===== src/rtl/cmp_pkg.sv =====
package cmp_pkg;

    typedef enum logic [3:0] {
        PH_IDLE   = 4'd0,
        PH_CMDLEN = 4'd1,
        PH_CMD    = 4'd2,
        PH_RET    = 4'd3,
        PH_ARGC   = 4'd4,
        PH_ATYPE  = 4'd5,
        PH_ILEN   = 4'd6,
        PH_IDIG   = 4'd7,
        PH_SLEN   = 4'd8,
        PH_SBYTE  = 4'd9
    } t_phase;

    typedef enum logic [3:0] {
        K_CMDLEN  = 4'd0,
        K_CMDBYTE = 4'd1,
        K_RET     = 4'd2,
        K_ARGC    = 4'd3,
        K_VOID    = 4'd4,
        K_INT     = 4'd5,
        K_SLEN    = 4'd6,
        K_SBYTE   = 4'd7,
        K_ERROR   = 4'd8
    } t_kind;

    localparam logic [1:0] CFG_VOID_CODE = 2'd0;
    localparam logic [1:0] CFG_INT_CODE  = 2'd1;
    localparam logic [1:0] CFG_STR_CODE  = 2'd2;

    localparam logic [7:0] VOID_CODE_RST = 8'd0;
    localparam logic [7:0] INT_CODE_RST  = 8'd1;
    localparam logic [7:0] STR_CODE_RST  = 8'd2;

    localparam logic [7:0]  CHAR_MINUS = 8'h2D;
    localparam logic [31:0] CHAR_ZERO  = 32'h0000_0030;

    typedef struct packed {
        logic [7:0] data_byte;
        logic       frame_start;
    } t_item;

    typedef struct packed {
        t_kind        kind;
        logic [31:0]  value;
        logic [30:0]  arg_index;
        logic         message_end;
    } t_result;

endpackage


===== src/rtl/cmp_in_stage.sv =====
module cmp_in_stage (
    input  logic           i_clk,
    input  logic           i_rst_n,
    input  logic           i_valid,
    output logic           o_ready,
    input  cmp_pkg::t_item i_item,
    input  logic           i_take,
    output logic           o_valid,
    output cmp_pkg::t_item o_item
);
    import cmp_pkg::*;

    logic  r_valid;
    logic  n_valid;
    t_item r_item;
    logic  load;

    assign o_ready = !r_valid || i_take;
    assign load    = i_valid && o_ready;

    always_comb begin
        if (load) begin
            n_valid = 1'b1;
        end else if (i_take) begin
            n_valid = 1'b0;
        end else begin
            n_valid = r_valid;
        end
    end

    always_ff @(posedge i_clk) begin
        if (!i_rst_n) begin
            r_valid <= 1'b0;
        end else begin
            r_valid <= n_valid;
        end
    end

    always_ff @(posedge i_clk) begin
        if (load) begin
            r_item <= i_item;
        end
    end

    assign o_valid = r_valid;
    assign o_item  = r_item;

endmodule


===== src/rtl/cmp_parse.sv =====
module cmp_parse (
    input  logic             i_clk,
    input  logic             i_rst_n,
    input  logic             i_cfg_we,
    input  logic [1:0]       i_cfg_index,
    input  logic [7:0]       i_cfg_data,
    input  logic             i_step,
    input  cmp_pkg::t_item   i_item,
    output logic             o_res_valid,
    output cmp_pkg::t_result o_res
);
    import cmp_pkg::*;

    logic [7:0]  r_void_code;
    logic [7:0]  r_int_code;
    logic [7:0]  r_str_code;

    t_phase      r_phase,     n_phase;
    logic [1:0]  r_wbc,       n_wbc;
    logic [31:0] r_wacc,      n_wacc;
    logic [31:0] r_cmd_rem,   n_cmd_rem;
    logic [31:0] r_args_rem,  n_args_rem;
    logic [30:0] r_cur_arg,   n_cur_arg;
    logic [7:0]  r_int_rem,   n_int_rem;
    logic        r_int_first, n_int_first;
    logic        r_int_neg,   n_int_neg;
    logic [31:0] r_int_acc,   n_int_acc;
    logic [7:0]  r_str_rem,   n_str_rem;
    logic [31:0] r_consumed,  n_consumed;

    always_ff @(posedge i_clk) begin
        if (!i_rst_n) begin
            r_void_code <= VOID_CODE_RST;
            r_int_code  <= INT_CODE_RST;
            r_str_code  <= STR_CODE_RST;
        end else if (i_cfg_we) begin
            case (i_cfg_index)
                CFG_VOID_CODE: r_void_code <= i_cfg_data;
                CFG_INT_CODE:  r_int_code  <= i_cfg_data;
                CFG_STR_CODE:  r_str_code  <= i_cfg_data;
                default: begin
                end
            endcase
        end
    end

    always_comb begin
        logic        fs;
        logic [7:0]  b;
        logic [31:0] word;
        logic [31:0] digit;
        logic [31:0] acc;
        logic        fin;
        t_kind       fin_kind;
        logic        ad;
        t_kind       ad_kind;
        logic [31:0] ad_value;
        logic [31:0] args_dec;

        fs       = i_item.frame_start;
        b        = i_item.data_byte;
        fin      = 1'b0;
        fin_kind = K_ERROR;
        ad       = 1'b0;
        ad_kind  = K_VOID;
        ad_value = 32'd0;
        args_dec = 32'd0;
        word     = 32'd0;
        digit    = {{24{b[7]}}, b} - CHAR_ZERO;
        acc      = 32'd0;

        n_phase     = r_phase;
        n_wbc       = r_wbc;
        n_wacc      = r_wacc;
        n_cmd_rem   = r_cmd_rem;
        n_args_rem  = r_args_rem;
        n_cur_arg   = r_cur_arg;
        n_int_rem   = r_int_rem;
        n_int_first = r_int_first;
        n_int_neg   = r_int_neg;
        n_int_acc   = r_int_acc;
        n_str_rem   = r_str_rem;
        n_consumed  = r_consumed;

        o_res_valid       = 1'b0;
        o_res.kind        = K_ERROR;
        o_res.value       = 32'd0;
        o_res.arg_index   = 31'd0;
        o_res.message_end = 1'b0;

        if (i_step && fs) begin
            n_phase     = PH_CMDLEN;
            n_wbc       = 2'd0;
            n_wacc      = 32'd0;
            n_cmd_rem   = 32'd0;
            n_args_rem  = 32'd0;
            n_cur_arg   = 31'd0;
            n_int_rem   = 8'd0;
            n_int_first = 1'b0;
            n_int_neg   = 1'b0;
            n_int_acc   = 32'd0;
            n_str_rem   = 8'd0;
            n_consumed  = 32'd0;
        end

        if (i_step && n_phase != PH_IDLE) begin
            n_consumed = n_consumed + 32'd1;
            word       = n_wacc | ({24'd0, b} << {n_wbc, 3'b000});
            case (n_phase)
                PH_CMDLEN: begin
                    n_wacc = word;
                    if (n_wbc == 2'd3) begin
                        n_wbc = 2'd0;
                        if (word[31]) begin
                            fin      = 1'b1;
                            fin_kind = K_ERROR;
                        end else begin
                            n_cmd_rem         = word;
                            n_phase           = (word != 32'd0) ? PH_CMD : PH_RET;
                            o_res_valid       = 1'b1;
                            o_res.kind        = K_CMDLEN;
                            o_res.value       = word;
                            o_res.arg_index   = n_cur_arg;
                        end
                    end else begin
                        n_wbc = n_wbc + 2'd1;
                    end
                end
                PH_CMD: begin
                    n_cmd_rem = n_cmd_rem - 32'd1;
                    if (n_cmd_rem == 32'd0) begin
                        n_phase = PH_RET;
                    end
                    o_res_valid     = 1'b1;
                    o_res.kind      = K_CMDBYTE;
                    o_res.value     = {24'd0, b};
                    o_res.arg_index = n_cur_arg;
                end
                PH_RET: begin
                    n_phase         = PH_ARGC;
                    n_wbc           = 2'd0;
                    n_wacc          = 32'd0;
                    o_res_valid     = 1'b1;
                    o_res.kind      = K_RET;
                    o_res.value     = {24'd0, b};
                    o_res.arg_index = n_cur_arg;
                end
                PH_ARGC: begin
                    n_wacc = word;
                    if (n_wbc == 2'd3) begin
                        n_wbc      = 2'd0;
                        n_args_rem = word;
                        if (word == 32'd0 || word[31]) begin
                            fin      = 1'b1;
                            fin_kind = K_ARGC;
                        end else begin
                            n_phase         = PH_ATYPE;
                            o_res_valid     = 1'b1;
                            o_res.kind      = K_ARGC;
                            o_res.value     = word;
                            o_res.arg_index = n_cur_arg;
                        end
                    end else begin
                        n_wbc = n_wbc + 2'd1;
                    end
                end
                PH_ATYPE: begin
                    if (b == r_void_code) begin
                        ad       = 1'b1;
                        ad_kind  = K_VOID;
                        ad_value = {24'd0, b};
                    end else if (b == r_int_code) begin
                        n_phase = PH_ILEN;
                    end else if (b == r_str_code) begin
                        n_phase = PH_SLEN;
                    end else begin
                        fin      = 1'b1;
                        fin_kind = K_ERROR;
                    end
                end
                PH_ILEN: begin
                    n_int_acc   = 32'd0;
                    n_int_neg   = 1'b0;
                    n_int_first = 1'b1;
                    if (b == 8'd0) begin
                        ad       = 1'b1;
                        ad_kind  = K_INT;
                        ad_value = 32'd0;
                    end else begin
                        n_int_rem = b;
                        n_phase   = PH_IDIG;
                    end
                end
                PH_IDIG: begin
                    if (n_int_first && b == CHAR_MINUS) begin
                        n_int_neg = 1'b1;
                    end else begin
                        n_int_acc = (n_int_acc << 3) + (n_int_acc << 1) + digit;
                    end
                    n_int_first = 1'b0;
                    n_int_rem   = n_int_rem - 8'd1;
                    if (n_int_rem == 8'd0) begin
                        acc      = n_int_acc;
                        ad       = 1'b1;
                        ad_kind  = K_INT;
                        ad_value = n_int_neg ? (32'd0 - acc) : acc;
                    end
                end
                PH_SLEN: begin
                    n_str_rem = b;
                    if (b == 8'd0) begin
                        ad       = 1'b1;
                        ad_kind  = K_SLEN;
                        ad_value = 32'd0;
                    end else begin
                        n_phase         = PH_SBYTE;
                        o_res_valid     = 1'b1;
                        o_res.kind      = K_SLEN;
                        o_res.value     = {24'd0, b};
                        o_res.arg_index = n_cur_arg;
                    end
                end
                PH_SBYTE: begin
                    n_str_rem = n_str_rem - 8'd1;
                    if (n_str_rem == 8'd0) begin
                        ad       = 1'b1;
                        ad_kind  = K_SBYTE;
                        ad_value = {24'd0, b};
                    end else begin
                        o_res_valid     = 1'b1;
                        o_res.kind      = K_SBYTE;
                        o_res.value     = {24'd0, b};
                        o_res.arg_index = n_cur_arg;
                    end
                end
                default: begin
                    n_phase = PH_IDLE;
                end
            endcase

            if (ad) begin
                args_dec   = n_args_rem - 32'd1;
                n_args_rem = args_dec;
                if (args_dec == 32'd0) begin
                    fin      = 1'b1;
                    fin_kind = ad_kind;
                end else begin
                    o_res_valid     = 1'b1;
                    o_res.kind      = ad_kind;
                    o_res.value     = ad_value;
                    o_res.arg_index = n_cur_arg;
                    n_cur_arg       = n_cur_arg + 31'd1;
                    n_phase         = PH_ATYPE;
                end
            end

            if (fin) begin
                n_phase           = PH_IDLE;
                o_res_valid       = 1'b1;
                o_res.kind        = fin_kind;
                o_res.value       = n_consumed;
                o_res.arg_index   = n_cur_arg;
                o_res.message_end = 1'b1;
            end
        end
    end

    always_ff @(posedge i_clk) begin
        if (!i_rst_n) begin
            r_phase     <= PH_IDLE;
            r_wbc       <= 2'd0;
            r_wacc      <= 32'd0;
            r_cmd_rem   <= 32'd0;
            r_args_rem  <= 32'd0;
            r_cur_arg   <= 31'd0;
            r_int_rem   <= 8'd0;
            r_int_first <= 1'b0;
            r_int_neg   <= 1'b0;
            r_int_acc   <= 32'd0;
            r_str_rem   <= 8'd0;
            r_consumed  <= 32'd0;
        end else begin
            r_phase     <= n_phase;
            r_wbc       <= n_wbc;
            r_wacc      <= n_wacc;
            r_cmd_rem   <= n_cmd_rem;
            r_args_rem  <= n_args_rem;
            r_cur_arg   <= n_cur_arg;
            r_int_rem   <= n_int_rem;
            r_int_first <= n_int_first;
            r_int_neg   <= n_int_neg;
            r_int_acc   <= n_int_acc;
            r_str_rem   <= n_str_rem;
            r_consumed  <= n_consumed;
        end
    end

`ifndef SYNTHESIS
    a_no_result_without_step: assert property (@(posedge i_clk) disable iff (!i_rst_n)
        !i_step |-> !o_res_valid)
        else $error("result without a processed byte");

    a_error_ends_message: assert property (@(posedge i_clk) disable iff (!i_rst_n)
        o_res_valid && o_res.kind == K_ERROR |-> o_res.message_end)
        else $error("error record without message end");

    a_end_kind: assert property (@(posedge i_clk) disable iff (!i_rst_n)
        o_res_valid && o_res.message_end |->
            o_res.kind != K_CMDLEN && o_res.kind != K_CMDBYTE && o_res.kind != K_RET)
        else $error("message end on a header record");

    a_end_goes_idle: assert property (@(posedge i_clk) disable iff (!i_rst_n)
        o_res_valid && o_res.message_end |=> r_phase == PH_IDLE)
        else $error("parser not idle after message end");
`endif

endmodule


===== src/rtl/cmp_out_stage.sv =====
module cmp_out_stage (
    input  logic             i_clk,
    input  logic             i_rst_n,
    input  logic             i_load,
    input  cmp_pkg::t_result i_res,
    input  logic             i_out_ready,
    output logic             o_free,
    output logic             o_valid,
    output cmp_pkg::t_result o_res
);
    import cmp_pkg::*;

    logic    r_valid;
    logic    n_valid;
    t_result r_res;

    assign o_free = !r_valid || i_out_ready;

    always_comb begin
        if (i_load) begin
            n_valid = 1'b1;
        end else if (i_out_ready) begin
            n_valid = 1'b0;
        end else begin
            n_valid = r_valid;
        end
    end

    always_ff @(posedge i_clk) begin
        if (!i_rst_n) begin
            r_valid <= 1'b0;
        end else begin
            r_valid <= n_valid;
        end
    end

    always_ff @(posedge i_clk) begin
        if (i_load) begin
            r_res <= i_res;
        end
    end

    assign o_valid = r_valid;
    assign o_res   = r_res;

endmodule


===== src/rtl/call_message_parser.sv =====
// channel   direction  handshake                    payload
// in        to block   i_in_valid / o_in_ready      i_data_byte, i_frame_start
// out       from block o_out_valid / i_out_ready    o_kind, o_value, o_arg_index,
//                                                   o_message_end
// cfg       to block   i_cfg_we                     i_cfg_index, i_cfg_data
//
// One byte per cycle sustained while each record is taken; a record leaves through
// the input register, the parse logic and the result register.
// A byte that yields no record is consumed all the same.
// While the result register holds an untaken record, the parse step stalls and the
// input side takes at most one more byte into the empty input register.
// Reset (synchronous, active low) sets the type codes to 0/1/2 and idles the parser.
module call_message_parser (
    input  logic               i_clk,
    input  logic               i_rst_n,
    input  logic               i_cfg_we,
    input  logic [1:0]         i_cfg_index,
    input  logic [7:0]         i_cfg_data,
    input  logic               i_in_valid,
    output logic               o_in_ready,
    input  logic [7:0]         i_data_byte,
    input  logic               i_frame_start,
    output logic               o_out_valid,
    input  logic               i_out_ready,
    output logic [3:0]         o_kind,
    output logic signed [31:0] o_value,
    output logic [30:0]        o_arg_index,
    output logic               o_message_end
);
    import cmp_pkg::*;

    t_item   in_item;
    t_item   q_item;
    logic    q_valid;
    logic    out_free;
    logic    step;
    logic    res_valid;
    t_result res;
    t_result out_res;

    assign in_item.data_byte   = i_data_byte;
    assign in_item.frame_start = i_frame_start;
    assign step                = q_valid && out_free;

    cmp_in_stage u_in (
        .i_clk   (i_clk),
        .i_rst_n (i_rst_n),
        .i_valid (i_in_valid),
        .o_ready (o_in_ready),
        .i_item  (in_item),
        .i_take  (step),
        .o_valid (q_valid),
        .o_item  (q_item)
    );

    cmp_parse u_parse (
        .i_clk       (i_clk),
        .i_rst_n     (i_rst_n),
        .i_cfg_we    (i_cfg_we),
        .i_cfg_index (i_cfg_index),
        .i_cfg_data  (i_cfg_data),
        .i_step      (step),
        .i_item      (q_item),
        .o_res_valid (res_valid),
        .o_res       (res)
    );

    cmp_out_stage u_out (
        .i_clk       (i_clk),
        .i_rst_n     (i_rst_n),
        .i_load      (res_valid),
        .i_res       (res),
        .i_out_ready (i_out_ready),
        .o_free      (out_free),
        .o_valid     (o_out_valid),
        .o_res       (out_res)
    );

    assign o_kind        = out_res.kind;
    assign o_value       = out_res.value;
    assign o_arg_index   = out_res.arg_index;
    assign o_message_end = out_res.message_end;

endmodule

===== config.mk =====
export PLATFORM = sky130hd
export DESIGN_NAME = call_message_parser
export DESIGN_NICKNAME = d
export VERILOG_FILES = /design/src/rtl/cmp_pkg.sv /design/src/rtl/cmp_in_stage.sv /design/src/rtl/cmp_parse.sv /design/src/rtl/cmp_out_stage.sv /design/src/rtl/call_message_parser.sv
export SDC_FILE = /design/constraint.sdc
export NUM_CORES = 1
export LEC_CHECK = 0
export ABC_AREA = 1
export BUFFER_PORTS_ARGS = -buffer_cell sky130_fd_sc_hd__clkbuf_2
export CELL_PAD_IN_SITES_DETAIL_PLACEMENT = 0
export CELL_PAD_IN_SITES_GLOBAL_PLACEMENT = 1
export CORE_ASPECT_RATIO = 0.9
export CORE_UTILIZATION = 37
export DETAILED_ROUTE_END_ITERATION = 6
export GPL_TIMING_DRIVEN = 1
export PLACE_DENSITY = 0.72
export SLEW_MARGIN = 5
export SYNTH_ARGS = -nofsm -noshare
export SYNTH_HDL_FRONTEND = slang
export SYNTH_SLANG_ARGS = --single-unit

===== constraint.sdc =====
create_clock -name i_clk -period 11.7 [get_ports i_clk]
set_clock_uncertainty 0.15 [all_clocks]
set_input_delay 2.34 -clock i_clk [delete_from_list [all_inputs] [get_ports i_clk]]
set_output_delay 2.34 -clock i_clk [all_outputs]
set_load 0.05 [all_outputs]

==> metrics <==
Critical Path Source Type input port; Synth Warn # 0; sequential element share of the synthesized area between 20 and 30%; Clock Latency Late Sink 0.57 ns; Ports 94; worst hold path class reg2reg; clock buffer depth 3; DRC viols 9; CTS Buf Count 40; status complete, but fails checks; unrepaired setup endpoints after global routing false; Mapped Avg Cell Area 6.137 sq um; vias in the first global route between 20000 and 25000; FF-to-FF path depth 24; PD cells 99.86 mW/mm^2; Worst Setup End Kind flip-flop; DR WL/cell 18.01 um; # Max-Cap Violations 0; Setup CP Type in2reg; CTS tree yes; hold_buf cts 0; Pleak 13.33 nW; Critical Path AT 8.63 ns; Total GRT Usage between 20% and 30%; relative slew slack between 10% and 20%; post-layout util between 40 and 50%; Top FF cell, synth dfxtp_1; hold_sp u_parse.r_cmd_rem[31]; Yosys reg bits ~320; Post-synth ARST share 0%; most frequent cell after synthesis nand2_1; cell-internal power 1.962 mW; starting density of the core a little under two fifths; fin crit share ~72%; synth unique cells between 50 and 60; GP Congestion 0.9247; synth cell count leaders nand2_1 (1191), inv_1 (480), nor2_1 (478); # diodes 0; capturing point of the worst reg2reg path u_out.o_res[39]; NetSw 742.8 uW; postcts setup bufs 0; peak supply drop 116.8 uV; post-DP HPWL 64410 um; Slew @ Worst Pin 1.273 ns; Fin Setup TNS 0 ns; Synth Net Count around 4100; Pins Over Slew Limit 0; Starting DRT DRC Count 2295; die extent in y 247.7 um; clock power share 47.5%; final net count 4119; Tmin final 8.461 ns; post-cts resize count 0; Max Clk Rate about 120 MHz; Flop pwr share between 40% and 50%; clock-pin slew on the worst setup and hold paths 0.06 ns; Core Region 0.06592 sq mm; Post-synth EDFFs 77; FF-to-FF setup slack 4.74 ns; Hold Violations, Final 0; initial antenna violation count 0; Worst Path Max Fanout 75; clock sink count between 300 and 400; largest net degree at the start of global routing 101; Synth area leader dfxtp_1; combinational cell fraction of total power approximately a tenth; clk root buf clkbuf_16; Buffers on Ports 93; vias per cell roughly 5.3; final setup fails 0; total wire length 88580 um; # rows 89; switching share of power a little over a quarter; ranking of synthesized cells by area dfxtp_1 (19%), nand2_1 (18%), edfxtp_1 (9.3%), inv_1 (7.3%), nor2_1 (7.2%); GR Overflow Total 0; WHS Path Cells 2; die width 275.0 um; violated checks design-rule violations; reg2reg start u_out.o_valid; Vias 25960; Die Footprint 0.06810 sq mm; DR pass1 iterations 7; top cell type's share of synthesized area 19.44%; Mapped Cells 4043; H-tree depth 2; Post-Syn Area 0.02481 sq mm; antenna-violating nets left 0; Worst EP required 11.87 ns; first-pass GRT wire length around 140000 um; Hold Path End u_parse.r_cmd_rem[31]; Area Overhead vs Synth 9.147%; ratio of cells with drive above 1 in the final layout 6.882%
==> power groups by stage <==
stage | combinational, mW | clock [mW] | sequential, mW
3_3_place_gp | 0.262 | 0 | 1.18
6_report | 0.264 | 1.29 | 1.16
3_5_place_dp | 0.261 | 0 | 1.18
5_1_grt | 0.295 | 1.36 | 1.16
2_1_floorplan | 0.192 | 0 | 1.16
4_1_cts | 0.263 | 1.31 | 1.15
==> cell families (layout without fill, tap and decap cells) <==
group / count (synthesis) / after routing / share of synthesized area [%]
AOI/OAI and AO/OA: 650 / 650 / 14.54
xor gates and xnor gates: 104 / 104 / 3.671
adders and majority gates: 72 / 72 / 3.903
buffers and inverters: 677 / 688 / 10.93
DFF: 318 / 318 / 28.76
and+or+nand+nor: 2222 / 2222 / 38.19
==> layout by cell type, fill, tap and decap left out, drive strengths merged, types with 20 or more instances in the layout <==
cell type	n
o21bai	27
clkbuf	149
a211oi	31
edfxtp	77
nand3	308
buf	25
inv	496
ha	63
dfxtp	241
a21oi	294
a22oi	26
nand4	118
nor2	499
nor3	38
o21ai	225
nand2	1202
or2	22
nor4	20
xor2	81
xnor2	23
==> worst max-delay path, stage by stage <==
cell and delay, ns:
clkbuf_2 0.09, inv_2 0.05, nand2_2 0.07, nand3_4 0.08, buf_4 0.61, nand2_1 0.39, inv_1 0.21, ha_1 0.55
nand2_4 0.53, o21ai_1 0.51, ha_1 0.23, inv_1 0.05, a21oi_1 0.19, nand2_1 0.14, nor2_2 0.32, nand3_1 0.11
nand2_1 0.17, nand2_1 0.07, nor2_1 0.08, nand2_1 0.06, nor2_1 0.20, nand3_2 0.22, nand2_4 0.49, nand2_4 0.40
o21ai_0 0.28, nor2_1 0.07
==> worst max path at each step <==
stage | to | slack, ns | startpoint
final | u_out.o_res[39] | 3.24 | i_out_ready
after global routing | u_out.o_res[40] | 2.59 | i_out_ready
after CTS | u_out.o_res[43] | 3.32 | i_out_ready
after detailed placement | u_out.o_res[39] | 2.72 | i_out_ready
after global placement | u_out.o_res[40] | 2.83 | i_out_ready
after floorplan | u_out.o_res[67] | 3.13 | i_out_ready
==> flip-flops by register name, summed over array words and instances (netlist names), 9 cells and up <==
signal and cells:
u_out.o_res 68, u_parse.r_args_rem 32, u_parse.r_cmd_rem 32, u_parse.r_consumed 32, u_parse.r_int_acc 32, u_parse.r_wacc 32, u_parse.r_cur_arg 31, u_in.o_item 9
==> cell type report <==
| type | count | area [sq um] |
|---|---|---|
| clock inverter | 17 | 143.9 |
| inverter | 497 | 1878 |
| timing repair buffer | 118 | 653.1 |
| multi-input combinational | 3048 | 15000 |
| fill | 7281 | 38840 |
| sequential | 318 | 7137 |
| clock buffer | 56 | 1192 |
| tap | 864 | 1081 |
==> per-layer routing <==
metal | up-vias | track usage, % | routed length [um]
met2 | 823 | 37.90 | 36660
li1 | 13130 | - | -
met5 | - | 0 | 0
met3 | 113 | 3.880 | 6385
met1 | 11890 | 38.15 | 43500
met4 | 0 | 6.549 | 2029
==> through the flow <==
stage	worst slack (ns)	total power, mW	hold WS (ns)	cells	area [sq um]
4_1_cts	3.322	2.728	0.3276	4918	27080
3_5_place_dp	2.718	1.440	0.3196	4845	25750
6_report	3.239	2.704	0.3271	4918	27080
5_1_grt	2.589	2.810	0.3450	4918	27080
3_3_place_gp	2.834	1.441	0.3156	4845	25750
2_1_floorplan	3.127	1.356	0.2935	4043	24810
Power figures use the tool's default switching activity.
